<file path="src/ptd_pkg.sv">
package ptd_pkg;

	localparam int NUMBER_BITS_DEF = 31;
	localparam int STEP_BITS       = 4;

	typedef enum logic [STEP_BITS-1:0] {
		S_IDLE  = 4'd0,
		S_SMALL = 4'd1,
		S_DIV   = 4'd2,
		S_WAIT  = 4'd3,
		S_BOUND = 4'd4,
		S_COUNT = 4'd5,
		S_TEST  = 4'd6,
		S_LOOP  = 4'd7,
		S_PRIME = 4'd8,
		S_COMP  = 4'd9
	} step_t;

	typedef enum logic [2:0] {
		OP_NONE,
		OP_LOAD,
		OP_START,
		OP_COUNT,
		OP_INC,
		OP_EMIT_PRIME,
		OP_EMIT_COMP
	} op_t;

	typedef enum logic [2:0] {
		C_NEVER,
		C_ALWAYS,
		C_IN_VALID,
		C_LE1,
		C_DIV_DONE,
		C_D_GT_Q,
		C_FOUND_GT2,
		C_OUT_FREE
	} cond_t;

	typedef struct packed {
		op_t   op;
		cond_t cond;
		step_t target;
		logic  stay;
	} ctrl_t;

	typedef struct packed {
		logic in_valid;
		logic le1;
		logic div_done;
		logic d_gt_q;
		logic found_gt2;
		logic out_free;
	} stat_t;

	function automatic ctrl_t microcode(input step_t step);
		ctrl_t w;
		w = '{op: OP_NONE, cond: C_NEVER, target: S_IDLE, stay: 1'b0};
		unique case (step)
			S_IDLE:  w = '{op: OP_LOAD,       cond: C_IN_VALID,  target: S_SMALL, stay: 1'b1};
			S_SMALL: w = '{op: OP_NONE,       cond: C_LE1,       target: S_COMP,  stay: 1'b0};
			S_DIV:   w = '{op: OP_START,      cond: C_NEVER,     target: S_IDLE,  stay: 1'b0};
			S_WAIT:  w = '{op: OP_NONE,       cond: C_DIV_DONE,  target: S_BOUND, stay: 1'b1};
			S_BOUND: w = '{op: OP_NONE,       cond: C_D_GT_Q,    target: S_PRIME, stay: 1'b0};
			S_COUNT: w = '{op: OP_COUNT,      cond: C_NEVER,     target: S_IDLE,  stay: 1'b0};
			S_TEST:  w = '{op: OP_INC,        cond: C_FOUND_GT2, target: S_COMP,  stay: 1'b0};
			S_LOOP:  w = '{op: OP_NONE,       cond: C_ALWAYS,    target: S_DIV,   stay: 1'b0};
			S_PRIME: w = '{op: OP_EMIT_PRIME, cond: C_OUT_FREE,  target: S_IDLE,  stay: 1'b1};
			S_COMP:  w = '{op: OP_EMIT_COMP,  cond: C_OUT_FREE,  target: S_IDLE,  stay: 1'b1};
			default: w = '{op: OP_NONE,       cond: C_ALWAYS,    target: S_IDLE,  stay: 1'b0};
		endcase
		return w;
	endfunction

endpackage

</file>
<file path="src/primality_test_trial_division_top.sv">
// Zero and one are answered without the divider; otherwise the sequencer tries divisors
// one after another; the number of trial divisors is up to floor(sqrt(number)) + 1.
// One request at a time; each divisor costs one wait on the bit-serial divider plus five
// microcode steps around it.
// Reset clears the step counter, the divider and the output valid flag asynchronously.
module primality_test_trial_division_top import ptd_pkg::*; #(
	parameter int NUMBER_BITS = NUMBER_BITS_DEF,
	parameter int IN_BYTES_W  = ((NUMBER_BITS + 7) / 8) * 8
) (
	input  logic                  clk,
	input  logic                  arst_n,
	input  logic                  s_tvalid,
	output logic                  s_tready,
	input  logic [IN_BYTES_W-1:0] s_tdata,  // number
	output logic                  m_tvalid,
	input  logic                  m_tready,
	output logic [7:0]            m_tdata   // is_prime
);

	ctrl_t                  ctrl;
	stat_t                  stat;
	logic                   div_start;
	logic                   div_done;
	logic [NUMBER_BITS-1:0] div_dividend;
	logic [NUMBER_BITS-1:0] div_divisor;
	logic [NUMBER_BITS-1:0] div_quotient;
	logic [NUMBER_BITS-1:0] div_remainder;

	ptd_sequencer u_seq (
		.clk    (clk),
		.arst_n (arst_n),
		.stat   (stat),
		.ctrl   (ctrl)
	);

	ptd_datapath #(
		.NUMBER_BITS (NUMBER_BITS),
		.IN_BYTES_W  (IN_BYTES_W)
	) u_dp (
		.clk           (clk),
		.arst_n        (arst_n),
		.ctrl          (ctrl),
		.stat          (stat),
		.s_tvalid      (s_tvalid),
		.s_tready      (s_tready),
		.s_tdata       (s_tdata),
		.m_tvalid      (m_tvalid),
		.m_tready      (m_tready),
		.m_tdata       (m_tdata),
		.div_start     (div_start),
		.div_dividend  (div_dividend),
		.div_divisor   (div_divisor),
		.div_done      (div_done),
		.div_quotient  (div_quotient),
		.div_remainder (div_remainder)
	);

	ptd_divider #(
		.NUMBER_BITS (NUMBER_BITS)
	) u_div (
		.clk       (clk),
		.arst_n    (arst_n),
		.start     (div_start),
		.dividend  (div_dividend),
		.divisor   (div_divisor),
		.done      (div_done),
		.quotient  (div_quotient),
		.remainder (div_remainder)
	);

	a_one_at_a_time: assert property (@(posedge clk) disable iff (!arst_n)
		(s_tvalid && s_tready) |=> !s_tready)
		else $error("new request taken while one is in progress");

	a_result_after_work: assert property (@(posedge clk) disable iff (!arst_n)
		$rose(m_tvalid) |-> $past(!s_tready))
		else $error("result raised while the sequencer was idle");

	a_divisor_nonzero: assert property (@(posedge clk) disable iff (!arst_n)
		div_start |-> (div_divisor != '0) && div_done)
		else $error("divider started with zero divisor or while busy");

endmodule

</file>
<file path="src/ptd_divider.sv">
module ptd_divider import ptd_pkg::*; #(
	parameter int NUMBER_BITS = NUMBER_BITS_DEF
) (
	input  logic                   clk,
	input  logic                   arst_n,
	input  logic                   start,
	input  logic [NUMBER_BITS-1:0] dividend,
	input  logic [NUMBER_BITS-1:0] divisor,
	output logic                   done,
	output logic [NUMBER_BITS-1:0] quotient,
	output logic [NUMBER_BITS-1:0] remainder
);

	localparam int CNT_BITS = $clog2(NUMBER_BITS + 1);

	logic                   busy_q;
	logic [CNT_BITS-1:0]    cnt_q;
	logic [NUMBER_BITS-1:0] quo_q;
	logic [NUMBER_BITS-1:0] rem_q;
	logic [NUMBER_BITS-1:0] divs_q;
	logic [NUMBER_BITS:0]   shifted;
	logic [NUMBER_BITS:0]   diff;
	logic                   ge;

	assign shifted = {rem_q, quo_q[NUMBER_BITS-1]};
	assign diff    = shifted - {1'b0, divs_q};
	assign ge      = ~diff[NUMBER_BITS];

	always_ff @(posedge clk or negedge arst_n) begin
		if (!arst_n) begin
			busy_q <= 1'b0;
			cnt_q  <= '0;
		end else if (start) begin
			busy_q <= 1'b1;
			cnt_q  <= CNT_BITS'(NUMBER_BITS);
		end else if (busy_q) begin
			cnt_q  <= cnt_q - CNT_BITS'(1);
			busy_q <= (cnt_q != CNT_BITS'(1));
		end
	end

	always_ff @(posedge clk) begin
		if (start) begin
			quo_q  <= dividend;
			rem_q  <= '0;
			divs_q <= divisor;
		end else if (busy_q) begin
			rem_q <= ge ? diff[NUMBER_BITS-1:0] : shifted[NUMBER_BITS-1:0];
			quo_q <= {quo_q[NUMBER_BITS-2:0], ge};
		end
	end

	assign done      = ~busy_q;
	assign quotient  = quo_q;
	assign remainder = rem_q;

endmodule

</file>
<file path="src/ptd_sequencer.sv">
module ptd_sequencer import ptd_pkg::*; (
	input  logic  clk,
	input  logic  arst_n,
	input  stat_t stat,
	output ctrl_t ctrl
);

	step_t pc_q;
	step_t pc_d;
	logic  taken;

	always_ff @(posedge clk or negedge arst_n) begin
		if (!arst_n) begin
			pc_q <= S_IDLE;
		end else begin
			pc_q <= pc_d;
		end
	end

	always_comb begin
		ctrl = microcode(pc_q);
		unique case (ctrl.cond)
			C_NEVER:     taken = 1'b0;
			C_ALWAYS:    taken = 1'b1;
			C_IN_VALID:  taken = stat.in_valid;
			C_LE1:       taken = stat.le1;
			C_DIV_DONE:  taken = stat.div_done;
			C_D_GT_Q:    taken = stat.d_gt_q;
			C_FOUND_GT2: taken = stat.found_gt2;
			C_OUT_FREE:  taken = stat.out_free;
			default:     taken = 1'b1;
		endcase
		if (taken) begin
			pc_d = ctrl.target;
		end else if (ctrl.stay) begin
			pc_d = pc_q;
		end else begin
			pc_d = step_t'(STEP_BITS'(pc_q + STEP_BITS'(1)));
		end
	end

endmodule

</file>
<file path="src/ptd_datapath.sv">
module ptd_datapath import ptd_pkg::*; #(
	parameter int NUMBER_BITS = NUMBER_BITS_DEF,
	parameter int IN_BYTES_W  = ((NUMBER_BITS + 7) / 8) * 8
) (
	input  logic                   clk,
	input  logic                   arst_n,
	input  ctrl_t                  ctrl,
	output stat_t                  stat,
	input  logic                   s_tvalid,
	output logic                   s_tready,
	input  logic [IN_BYTES_W-1:0]  s_tdata,
	output logic                   m_tvalid,
	input  logic                   m_tready,
	output logic [7:0]             m_tdata,
	output logic                   div_start,
	output logic [NUMBER_BITS-1:0] div_dividend,
	output logic [NUMBER_BITS-1:0] div_divisor,
	input  logic                   div_done,
	input  logic [NUMBER_BITS-1:0] div_quotient,
	input  logic [NUMBER_BITS-1:0] div_remainder
);

	logic [NUMBER_BITS-1:0] n_q;
	logic [NUMBER_BITS-1:0] d_q;
	logic [2:0]             found_q;
	logic                   out_valid_q;
	logic                   out_prime_q;
	logic                   out_free;
	logic                   emit;

	assign s_tready = (ctrl.op == OP_LOAD);
	assign out_free = ~out_valid_q | m_tready;
	assign emit     = out_free & ((ctrl.op == OP_EMIT_PRIME) | (ctrl.op == OP_EMIT_COMP));

	always_ff @(posedge clk) begin
		if (s_tvalid && s_tready) begin
			n_q     <= s_tdata[NUMBER_BITS-1:0];
			d_q     <= NUMBER_BITS'(1);
			found_q <= '0;
		end else if (ctrl.op == OP_COUNT) begin
			if (div_remainder == '0) begin
				found_q <= found_q + ((div_quotient != d_q) ? 3'd2 : 3'd1);
			end
		end else if (ctrl.op == OP_INC) begin
			d_q <= d_q + NUMBER_BITS'(1);
		end
		if (emit) begin
			out_prime_q <= (ctrl.op == OP_EMIT_PRIME);
		end
	end

	always_ff @(posedge clk or negedge arst_n) begin
		if (!arst_n) begin
			out_valid_q <= 1'b0;
		end else if (emit) begin
			out_valid_q <= 1'b1;
		end else if (m_tready) begin
			out_valid_q <= 1'b0;
		end
	end

	assign stat.in_valid  = s_tvalid;
	assign stat.le1       = (n_q[NUMBER_BITS-1:1] == '0);
	assign stat.div_done  = div_done;
	assign stat.d_gt_q    = (d_q > div_quotient);
	assign stat.found_gt2 = (found_q > 3'd2);
	assign stat.out_free  = out_free;

	assign div_start    = (ctrl.op == OP_START);
	assign div_dividend = n_q;
	assign div_divisor  = d_q;

	assign m_tvalid = out_valid_q;
	assign m_tdata  = {7'd0, out_prime_q};

endmodule

</file>
<file path="config.mk">
export PLATFORM = sky130hd
export DESIGN_NAME = primality_test_trial_division_top
export DESIGN_NICKNAME = d
export VERILOG_FILES = /design/src/ptd_pkg.sv /design/src/primality_test_trial_division_top.sv /design/src/ptd_divider.sv /design/src/ptd_sequencer.sv /design/src/ptd_datapath.sv
export SDC_FILE = /design/constraint.sdc
export NUM_CORES = 1
export LEC_CHECK = 0
export BUFFER_PORTS_ARGS = -buffer_cell sky130_fd_sc_hd__buf_2
export CELL_PAD_IN_SITES_DETAIL_PLACEMENT = 0
export CELL_PAD_IN_SITES_GLOBAL_PLACEMENT = 2
export CORE_ASPECT_RATIO = 0.8
export CORE_MARGIN = 10
export CORE_UTILIZATION = 25
export CTS_CLUSTER_DIAMETER = 80
export DETAILED_ROUTE_END_ITERATION = 6
export HOLD_SLACK_MARGIN = 0.02
export PLACE_DENSITY_LB_ADDON = 0.05
export SYNTH_ARGS = -nofsm -noshare
export SYNTH_HDL_FRONTEND = slang
export SYNTH_SLANG_ARGS = --single-unit
</file>
<file path="constraint.sdc">
create_clock -name clk -period 3.69 [get_ports clk]
set_input_delay 0.738 -clock clk [delete_from_list [all_inputs] [get_ports clk]]
set_output_delay 0.738 -clock clk [all_outputs]
set_load 0.05 [all_outputs]
</file>
Word level (Yosys, flattened, before mapping)
Memory sizes are Yosys's and may differ from the RTL's.
Cells that the tools add are included.
{"block": "word_totals", "ff_bits": 170, "mem_bits_ro": 176, "input_bits": 36, "out_inout_bits": 10, "wordCells": 63, "memories": 1}
{"block": "classes", "add_sub_neg": 5, "magnitude_cmp": 2, "n_eq_ne": 16, "muxes": 13, "bitwise_logic": 7, "n_reduce_logical": 8}
{"memory": "(no name shown)", "depth": 16, "word_bits": 11, "read_ports": 1, "rd_clocked_by_memory_dff": 0, "wr": 0, "line_no": "ptd_pkg.sv:59", "source": "unique case (step)"}
{"op": "$mux W31", "n": 3}
{"op": "$sub A32 B31 Y32", "n": 1}
{"op": "$add A31 B1 Y31 const B", "n": 1}
{"op": "$gt A31 B31 Y1", "n": 1}
{"op": "$logic_not A31 Y1", "n": 1}
{"op": "$ne A31 B31 Y1", "n": 1}
{"op": "$logic_not A30 Y1", "n": 1}
{"op": "$eq A3 B3 Y1 const B", "n": 7}
{"op": "$eq A3 B2 Y1 const B", "n": 4}
{"op": "$mux W5", "n": 2}
{"op": "$mux W4", "n": 2}
{"op": "$pmux W1 S8", "n": 1}
{"op": "$eq A3 B1 Y1 const B", "n": 2}
{"op": "$ne A5 B1 Y1 const B", "n": 1}
{"op": "$sub A5 B1 Y5 const B", "n": 1}
{"op": "$add A4 B1 Y4 const B", "n": 1}
{"op": "$mux W1", "n": 4}
{"op": "$not A1 Y1", "n": 4}
{"op": "$reduce_and A2 Y1", "n": 2}
{"op": "$reduce_bool A2 Y1", "n": 2}
{"op": "$add A3 B3 Y3", "n": 1}
{"op": "$gt A3 B2 Y1 const B", "n": 1}
{"op": "$logic_not A3 Y1", "n": 1}
{"op": "$mux W2", "n": 1}
{"op": "other kinds (4)", "n": 5}

Depth between registers and ports, before layout
Gate-level depths: netlist of run 1.
An unclocked memory read counts as a cell.
{"block": "logic_depth", "word_depth": 5, "ltp_mapped": 14, "ltp_nobuf": 12}

By module
A second synthesis of run 1 with hierarchy kept.
{"block": "unflattened", "cells_unflattened": 978, "area_unflattened_um2": 9910.8}
{"module": "ptd_divider", "instances": 1, "cells_per_inst": 548, "area_per_inst_um2": 5728.0, "seq_area_each_um2": 2632.5}
{"module": "ptd_datapath", "instances": 1, "cells_per_inst": 368, "area_per_inst_um2": 3658.5, "seq_area_each_um2": 1666.6}
{"module": "ptd_sequencer", "instances": 1, "cells_per_inst": 62, "area_per_inst_um2": 524.3, "seq_area_each_um2": 100.1}

Worst setup path before layout of run 1
OpenSTA, ideal clock, no wires.
{"block": "synth_path", "kind": "reg2reg", "start": "reg u_seq.pc_q[1]", "end": "reg u_dp.n_q[0], in the netlist u_dp.div_dividend[0], enable pin", "setup_time_ns": 0.407, "t_arrival_ns": 2.992, "t_required_ns": 3.283, "setup_slack_ns": 0.290, "stages_incl_launch_ff": 9, "n_path_buf": 3, "period_less_slack_ns": 3.400, "path_cell_list": "dfrtp_1 > inv_1 > ha_1 > buf_2 > o22ai_1 > and3_1 > and2_1 > clkbuf_1 > clkbuf_1"}
{"block": "synth_between", "elab_chain_cells": 3}
{"item": "from (decl)", "line_no": "ptd_sequencer.sv:8", "source": "step_t pc_q;"}
{"item": "from (signal assigned)", "line_no": "ptd_sequencer.sv:16", "source": "pc_q <= pc_d;"}
{"item": "$mem_v2 Z16 W11"}
{"item": "$eq A3 B1 Y1", "line_no": "ptd_datapath.sv:31", "source": "assign s_tready = (ctrl.op == OP_LOAD);"}
{"item": "net s_tready", "line_no": "primality_test_trial_division_top.sv:13", "source": "output logic s_tready,"}
{"item": "$logic_and A1 B1 Y1", "line_no": "ptd_datapath.sv:36", "source": "if (s_tvalid && s_tready) begin"}
{"item": "to (signal assigned)", "line_no": "ptd_datapath.sv:37", "source": "n_q <= s_tdata[NUMBER_BITS-1:0];"}
{"item": "to (decl)", "line_no": "ptd_datapath.sv:23", "source": "logic [NUMBER_BITS-1:0] n_q;"}
The timed path passes the listed nets, and every way through them passes these cells.
A chain may end at the register's enable or synchronous reset.

Worst setup path in the final report of run 1
{"block": "layout_path", "start": "reg u_seq.pc_q[1]", "end": "reg u_seq.pc_q[3]"}
{"block": "layout_between", "elab_chain_cells": 4, "word_cells_on_any_way": 14, "classes_between": "add/sub (1); eq/ne (8); mux (3); reduce/logical (1); memory (1)"}
{"item": "$mem_v2 Z16 W11"}
{"item": "$eq A3 B3 Y1 (tied with other cells)", "line_no": "ptd_sequencer.sv:22", "source": "unique case (ctrl.cond)"}
{"item": "$pmux W1 S8", "line_no": "ptd_sequencer.sv:22"}
{"item": "$ne A2 B1 Y1 (no line) / $mux W4 (equally long branches)"}
Parallel ways exist; a longest one is shown, timed or not. The select of a mux whose other input is x is not followed.

==> impl_results.md, run 1 <==
- Number of top-level pins: 46
- Mean number of vias per cell: 4.42
- Via count of the routed design: 6777
- Status: complete, no violations
- Iter 0 DRT Violations: 369
- Instance area at placement: 10300 µm²
- Post-Syn Area: 9610 µm²
- Remaining Overflow, GRT: 0
- Average footprint of a synthesized cell: 9.68 µm²
- Final setup skew: 0.0152 ns
- Count of H-tree levels built during CTS: 4
- Total number of nets in the final design: 1135
- IR drop worst, VDD: 379 µV
- Total core area: 38100 µm²
- Area of combinational cells with multiple inputs: 4700 µm²
- Initial core utilization: 25.2%
- Total of max-cap violations: 0
- Storage element area: 4400 µm²
- Antenna viol nets, final: 0
- Share of synthesized registers carrying an async set or reset: 6.47%
- Number of unique standard cell types used by synthesis: 72
- Port Buffers: 37
- Summed negative setup slack over all endpoints: 0 ns
- Worst slew margin relative to its limit: 48.0%
- Leading cell type in the layout, fill and taps excluded: nand2_1
- Clock tree from TritonCTS: done
- Power consumption: 10900 µW
- Number of synthesized register bits: 170
- Total die area: 46700 µm²
- Largest net degree at the start of global routing: 94
- CP max FO: 10
- Post-CTS repair timing setup buffer count: 0
- Placed wire-length estimate after detailed placement: 19300 µm
- Overall Global Routing Usage: 11.6%
- Synthesized instance count: 993
- Filler cell count: 4047
- Setup repair after global routing missed its margin: no
- Remaining routing DRC violations: 0
- Core utilization of the finished layout: 28.7%
- Final worst path period need: 3.11 ns
- Hold Crit Class: in -> async
- Fraction of synthesized cell area taken by the top area cell type: 29.4%
- Resized cells post-CTS: 0
- Area growth from synthesis to final layout: 13.7%
- Fraction of layout cells with a size suffix above 1: 9.73%
- Global-route wire length before repair: 41800 µm
- Post-synth top flop: edfxtp_1
- Reg clk slew, reported paths: 0.08 ns
- Share of the clock period used by the worst path after layout: 84.2%
- Data arrival time at the worst-slack endpoint: 3.49 ns
- Final-layout worst hold slack: 0.156 ns
- Total power density per cell area: 995 nW/µm²
- DR WL/cell: 16.8 µm
- Actual slew at the worst max-slew pin: 0.780 ns
- Standard-cell rows: 64
- Startpoint kind of the worst setup timing path: flip-flop
- Critical path type: reg -> reg
- DIE HEIGHT: 195 µm
- Slew Viols, Final: 0
- Number of global-route vias before repair: 6979
- Cell leakage power: 0.00446 µW
- Number of diodes: 0
- Critical Path Sink Type: flip-flop
- Sequential share of the synthesized area: 45.8%
- EDFF count, synth: 94
- Antenna violations before repair: 0
- Total of hold buffers inserted after clock tree synthesis: 0
- Buffers from clock root to sink, at most: 2
- Number of warning messages in the yosys log: 0
- Most area-consuming cells after synthesis: edfxtp_1 (29%), dfxtp_1 (14%), ha_1 (9.4%), o21ai_0 (4.4%), a21oi_1 (3.9%)
- Commonest non-fill, non-tap cells in the layout: nand2_1 (98), edfxtp_1 (94), o21ai_0 (85), inv_1 (77), a21oi_1 (75)
- Library cell used as clock root buffer: clkbuf_16
- Total non-filler cell area in the finished layout: 10900 µm²
- Routability-driven placement congestion ratio: 0.725
- Die boundary width: 239 µm
- Clock sink count: 170
- Required time of the critical path: 4.07 ns
- Number of setup violations in the final report: 0
- Number of detailed-route iterations in the first pass: 4
- Fmax: 322 MHz
- CTS buffer count: 17
- Later-pin clock latency in the skew report: 0.46 ns
- Area leader, netlist: edfxtp_1
- Hold Fails Final Rpt: 0
- Overall routed net length: 25800 µm
per-layer routing:
metal / routed length, µm / global-route usage, %
met5: 0 / 0
met4: 202 / 2.33
met2: 10200 / 15.9
met1: 14600 / 17.6
met3: 711 / 2.88
power by group:
part	total (µW)	switching, µW	internal [µW]
Sequential	3330	498	2830
Combinational	5640	3330	2310
Clock	1900	863	1040
worst max-delay path, cell delays in order (launching register included):
cell       delay (ns)
dfrtp_1          0.58
inv_1            0.15
ha_1             0.34
nor2_1           0.10
nor3_1           0.07
nor2_1           0.15
nand3_1          0.16
or4_4            0.59
o2111ai_4        0.37
mux2_1           0.36
o211ai_1         0.15
final cells by class:
cell class | instances | area share, %
multi-input cells | 708 | 43.0
clock inverters | 12 | 1.44
flip-flops and latches | 170 | 40.3
well taps | 495 | 5.67
inverters | 80 | 2.75
clock buffers | 20 | 4.09
repair buffers | 48 | 2.79
metrics by stage:
stage               std cells  worst slack, ns
floorplan                 999            0.290
global placement         1501            0.519
global route             1533            0.334
finish                   1533            0.582
CTS                      1533            0.520
detailed placement       1501            0.546
final timing paths:
path | start | to | slack, ns | depth (start not counted)
worst min register to register | u_div.remainder[25] | u_div.remainder[25] | 0.50 | 2
min in group clk | s_tdata[4] | u_dp.div_dividend[4] | 0.45 | 1
max in group asynchronous | arst_n | u_div.cnt_q[0] | 3.29 | 1
worst min-delay path | arst_n | u_seq.pc_q[1] | 0.16 | 1
worst max register to register | u_seq.pc_q[1] | u_seq.pc_q[3] | 0.58 | 10
worst max-delay path | u_seq.pc_q[1] | u_seq.pc_q[3] | 0.58 | 10
cell usage after synthesis (3+ instances only):
master / number
a21oi_1: 75
a211oi_1: 5
o211ai_1: 9
dfrtp_1: 11
o21ai_1: 11
mux2i_1: 35
nand3_1: 18
buf_4: 8
a21o_1: 13
edfxtp_1: 94
clkbuf_1: 21
nand4_1: 23
nor3b_1: 3
nand2_1: 98
buf_2: 5
a31oi_1: 3
nor2b_1: 9
ha_1: 72
inv_1: 77
nand2b_1: 9
and3_1: 11
o21a_1: 6
xnor2_1: 23
buf_6: 6
inv_2: 3
nor4_1: 18
nor3_1: 11
nor2_1: 70
or3_1: 11
o21ai_0: 85
dfxtp_1: 65
xor2_1: 32
flip-flops by register name, summed over array words and instances (netlist names):
| signal | cells |
|---|---|
| u_div.busy_q | 1 |
| u_div.quotient | 31 |
| u_div.cnt_q | 5 |
| u_seq.pc_q | 4 |
| u_dp.m_tvalid | 1 |
| u_dp.div_dividend | 31 |
| u_div.divs_q | 31 |
| u_dp.found_q | 3 |
| u_div.remainder | 31 |
| u_dp.out_prime_q | 1 |
| u_dp.div_divisor | 31 |
kinds of logic (layout without fill, tap and decap cells):
kind of cell,after synthesis,in the layout,synth area share [%]
buf+inv,121,160,5.57
xor+xnor,55,55,5.01
mux,36,36,3.76
simple gates,302,302,15.6
flops,170,170,45.8
fa+ha+maj,74,74,9.79
other cells,1,7,0.0390
compound gates,234,234,14.4
Note: power is estimated with default switching activity, not from simulation.
==> run 2, diff against run 1 <==
--- a/config.mk
+++ b/config.mk
@@ -5,6 +5,7 @@
 export SDC_FILE = /design/constraint.sdc
 export NUM_CORES = 1
 export LEC_CHECK = 0
+export ABC_AREA = 1
 export BUFFER_PORTS_ARGS = -buffer_cell sky130_fd_sc_hd__buf_2
 export CELL_PAD_IN_SITES_DETAIL_PLACEMENT = 0
 export CELL_PAD_IN_SITES_GLOBAL_PLACEMENT = 2
==> constraint.sdc (replaced) <==
create_clock -name clk -period 3.01 [get_ports clk]
set_input_delay 0.602 -clock clk [delete_from_list [all_inputs] [get_ports clk]]
set_output_delay 0.602 -clock clk [all_outputs]
set_load 0.05 [all_outputs]
==> impl_results.md, run 2 <==
- Overall Global Routing Usage: 13.1% (was 11.6%)
- Power consumption: 15600 µW (was 10900 µW)
- Setup ws final: 0.241 ns (was 0.582 ns)
- Fraction of layout cells with a size suffix above 1: 9.03% (was 9.73%)
- Total core area: 40900 µm² (was 38100 µm²)
- Total die area: 50300 µm² (was 46700 µm²)
- Leading cell type in the layout, fill and taps excluded: nand2_1 (unchanged)
- Number of top-level pins: 46 (unchanged)
- Register-to-Register Path Depth: 14 (was 10)
- Clock tree from TritonCTS: done (unchanged)
- Number of unique standard cell types used by synthesis: 46 (was 72)
- Worst Hold Endpoint: u_dp.div_dividend[0]
- Total number of nets in the final design: 1537 (was 1135)
- Number of detailed-route iterations in the first pass: 5 (was 4)
- Most area-consuming cells after synthesis: edfxtp_1 (27%), nand2_1 (15%), dfxtp_1 (12%), ha_1 (8.6%), inv_1 (7.2%) (was edfxtp_1 (29%), dfxtp_1 (14%), ha_1 (9.4%), o21ai_0 (4.4%), a21oi_1 (3.9%))
- Library cell used as clock root buffer: clkbuf_16 (unchanged)
- Largest net degree at the start of global routing: 61 (was 94)
- Via count of the routed design: 8709 (was 6777)
- Commonest non-fill, non-tap cells in the layout: nand2_1 (419), inv_1 (199), edfxtp_1 (94), nor2_1 (87), a21oi_1 (84) (was nand2_1 (98), edfxtp_1 (94), o21ai_0 (85), inv_1 (77), a21oi_1 (75))
- Total power density per cell area: 1300 nW/µm² (was 995 nW/µm²)
- Remaining routing DRC violations: 0 (unchanged)
- CP max FO: 6 (was 10)
- Fraction of synthesized cell area taken by the top area cell type: 27.1% (was 29.4%)
- Worst reg-to-reg setup slack: 0.33 ns (was 0.58 ns)
- Count of H-tree levels built during CTS: 4 (unchanged)
- Final-layout worst hold slack: 0.319 ns (was 0.156 ns)
- Hold Crit Class: in -> reg (was in -> async)
- Antenna violations before repair: 0 (unchanged)
- DIE HEIGHT: 203 µm (was 195 µm)
- Startpoint kind of the worst setup timing path: flip-flop (unchanged)
- Capturing point of the worst reg2reg path: u_div.remainder[22] (was u_seq.pc_q[3])
- Iter 0 DRT Violations: 554 (was 369)
- Remaining Overflow, GRT: 0 (unchanged)
- Critical Path Sink Type: primary output (was flip-flop)
- Reg clk slew, reported paths: 0.07 ns (was 0.08 ns)
- Port Buffers: 37 (unchanged)
- Global-route wire length before repair: 50500 µm (was 41800 µm)
- EDFF count, synth: 94 (unchanged)
- Cell leakage power: 0.00555 µW (was 0.00446 µW)
- Share of the clock period used by the worst path after layout: 92.0%
- Status: complete, no violations (unchanged)
- Slew Viols, Final: 0 (unchanged)
- Sequential share of the synthesized area: 42.2% (was 45.8%)
- Area leader, netlist: edfxtp_1 (unchanged)
- Setup repair after global routing missed its margin: no (unchanged)
- Final worst path period need: 2.77 ns
- Actual slew at the worst max-slew pin: 0.761 ns (was 0.780 ns)
- Antenna viol nets, final: 0 (unchanged)
- Initial core utilization: 25.5% (was 25.2%)
- Startpoint of the lowest-slack hold path: s_tdata[0]
- Post-synth top flop: edfxtp_1 (unchanged)
- Number of setup violations in the final report: 0 (unchanged)
- Fmax: 361 MHz
- Most repeated cell in the gate-level netlist after synthesis: nand2_1 (unchanged)
- Later-pin clock latency in the skew report: 0.45 ns (was 0.46 ns)
- Overall routed net length: 32200 µm (was 25800 µm)
- Final setup skew: 0.0147 ns (was 0.0152 ns)
- Total of max-cap violations: 0 (unchanged)
- Post-CTS repair timing setup buffer count: 0 (unchanged)
- Mean number of vias per cell: 4.39 (was 4.42)
- Placed wire-length estimate after detailed placement: 25400 µm (was 19300 µm)
- Die boundary width: 248 µm (was 239 µm)
- Buffers from clock root to sink, at most: 2 (unchanged)
- Cell depth of the worst hold path: 1
- Commonest cells post-synth: nand2_1 (419), inv_1 (199), edfxtp_1 (94), nor2_1 (87), a21oi_1 (84) (was nand2_1 (98), edfxtp_1 (94), o21ai_0 (85), inv_1 (77), a21oi_1 (75))
- Data arrival time at the worst-slack endpoint: 2.17 ns (was 3.49 ns)
- Synthesized instance count: 1366 (was 993)
- IR drop worst, VDD: 586 µV (was 379 µV)
- Clock sink count: 170 (unchanged)
- Critical path type: reg -> out (was reg -> reg)
- Number of global-route vias before repair: 8623 (was 6979)
- CTS buffer count: 17 (unchanged)
- Number of synthesized register bits: 170 (unchanged)
- Worst slew margin relative to its limit: 49.2% (was 48.0%)
- Standard-cell rows: 66 (was 64)
- Routability-driven placement congestion ratio: 0.772 (was 0.725)
- Number of warning messages in the yosys log: 0 (unchanged)
- Share of synthesized registers carrying an async set or reset: 6.47% (unchanged)
- Hold Fails Final Rpt: 0 (unchanged)
- Required time of the critical path: 2.41 ns (was 4.07 ns)
- Instance area at placement: 11400 µm² (was 10300 µm²)
- Number of diodes: 0 (unchanged)
- Post-Syn Area: 10400 µm² (was 9610 µm²)
- DR WL/cell: 16.2 µm (was 16.8 µm)
- Summed negative setup slack over all endpoints: 0 ns (unchanged)
- Area growth from synthesis to final layout: 15.2% (was 13.7%)
- Post-place setup slack: 0.336 ns (was 0.546 ns)
- Total non-filler cell area in the finished layout: 12000 µm² (was 10900 µm²)
- R2R Path Start: u_div.quotient[30] (was u_seq.pc_q[1])
- Average footprint of a synthesized cell: 7.63 µm² (was 9.68 µm²)
## run 2: changes by cell type after synthesis, sizes merged, moves of 10 or more
| cell | before | now |
|---|---|---|
| xor2 | 32 | 14 |
| nand3 | 19 | 72 |
| nor3 | 12 | 32 |
| nor2 | 72 | 90 |
| a21oi | 78 | 88 |
| and3 | 11 | 1 |
| or3 | 11 | 0 |
| clkbuf | 21 | 6 |
| nand2 | 99 | 425 |
| inv | 80 | 210 |
| o21ai | 96 | 74 |
| nor4 | 19 | 8 |
| mux2i | 35 | 0 |
## run 2: power by group
part	leakage [µW]	total [µW]	internal [µW]	switching, µW
clock	0.000294	2290	1240	1050
sequential	0.00158	4240	3640	600
combinational	0.00367	9100	3130	5970
total	0.00555	15600	8010	7620
## run 2: final cells by class
type                            instances  area (µm²)
Inverter                              210         791
Clock buffer                           17         425
Tap cell                              544         681
Fill cell                            4557       28900
Sequential cell                       170        4400
Timing Repair Buffer                   67         478
Clock inverter                         15         161
Multi-Input combinational cell        961        5070
## run 2: stage by stage
stage                     cells  utilization (%)
after floorplan            1372                -
after global placement     1951             27.9
after detailed placement   1951             27.9
after CTS                  1984             29.4
after global routing       1984             29.4
final                      1984             29.4
## run 2: how the worst max path moves through the flow
stage / from / end / slack, ns / cells after the start
global placement: u_div.quotient[30] / u_div.remainder[28] / 0.35 / 15
floorplan: u_seq.pc_q[1] / u_dp.div_dividend[0] / 0.25 / 11
CTS: u_seq.pc_q[1] / s_tready / 0.16 / 9
detailed placement: u_div.quotient[30] / u_div.remainder[20] / 0.34 / 15
finish: u_seq.pc_q[1] / s_tready / 0.24 / 9
global route: u_seq.pc_q[1] / s_tready / 0.01 / 9
## run 2: worst max-delay path, cell delays in order (launching register included)
cell and delay (ns):
dfrtp_1 0.45, inv_1 0.14, ha_1 0.23, nand2_1 0.09, nor2_1 0.15, a21oi_2 0.09
nor2_1 0.14, inv_1 0.07, nor2_2 0.11, clkbuf_4 0.25
## run 2: repair_timing
item,4_1_cts,5_1_grt
gates resized for setup,0,1
endpoints found under the setup margin,0,1
endpoints found under the hold margin,11,0
hold buffers,1,0
## run 2: cells by family (layout without fill, tap and decap cells)
| kind of cell | after synthesis | count (layout) | share of synthesized area [%] |
|---|---|---|---|
| simple gates | 665 | 665 | 27.2 |
| buf+inv | 241 | 309 | 9.37 |
| compound gates | 186 | 186 | 9.73 |
| flops | 170 | 170 | 42.2 |
| fa+ha+maj | 74 | 74 | 9.03 |
| xor+xnor | 29 | 29 | 2.44 |
| other cells | 1 | 7 | 0.0360 |
## run 2: per-layer routing
layer	share of wire (%)	GRT usage (%)
met5	0	0
met4	0.53	2.14
met3	3.1	2.68
met2	41	18.4
met1	56	20.0
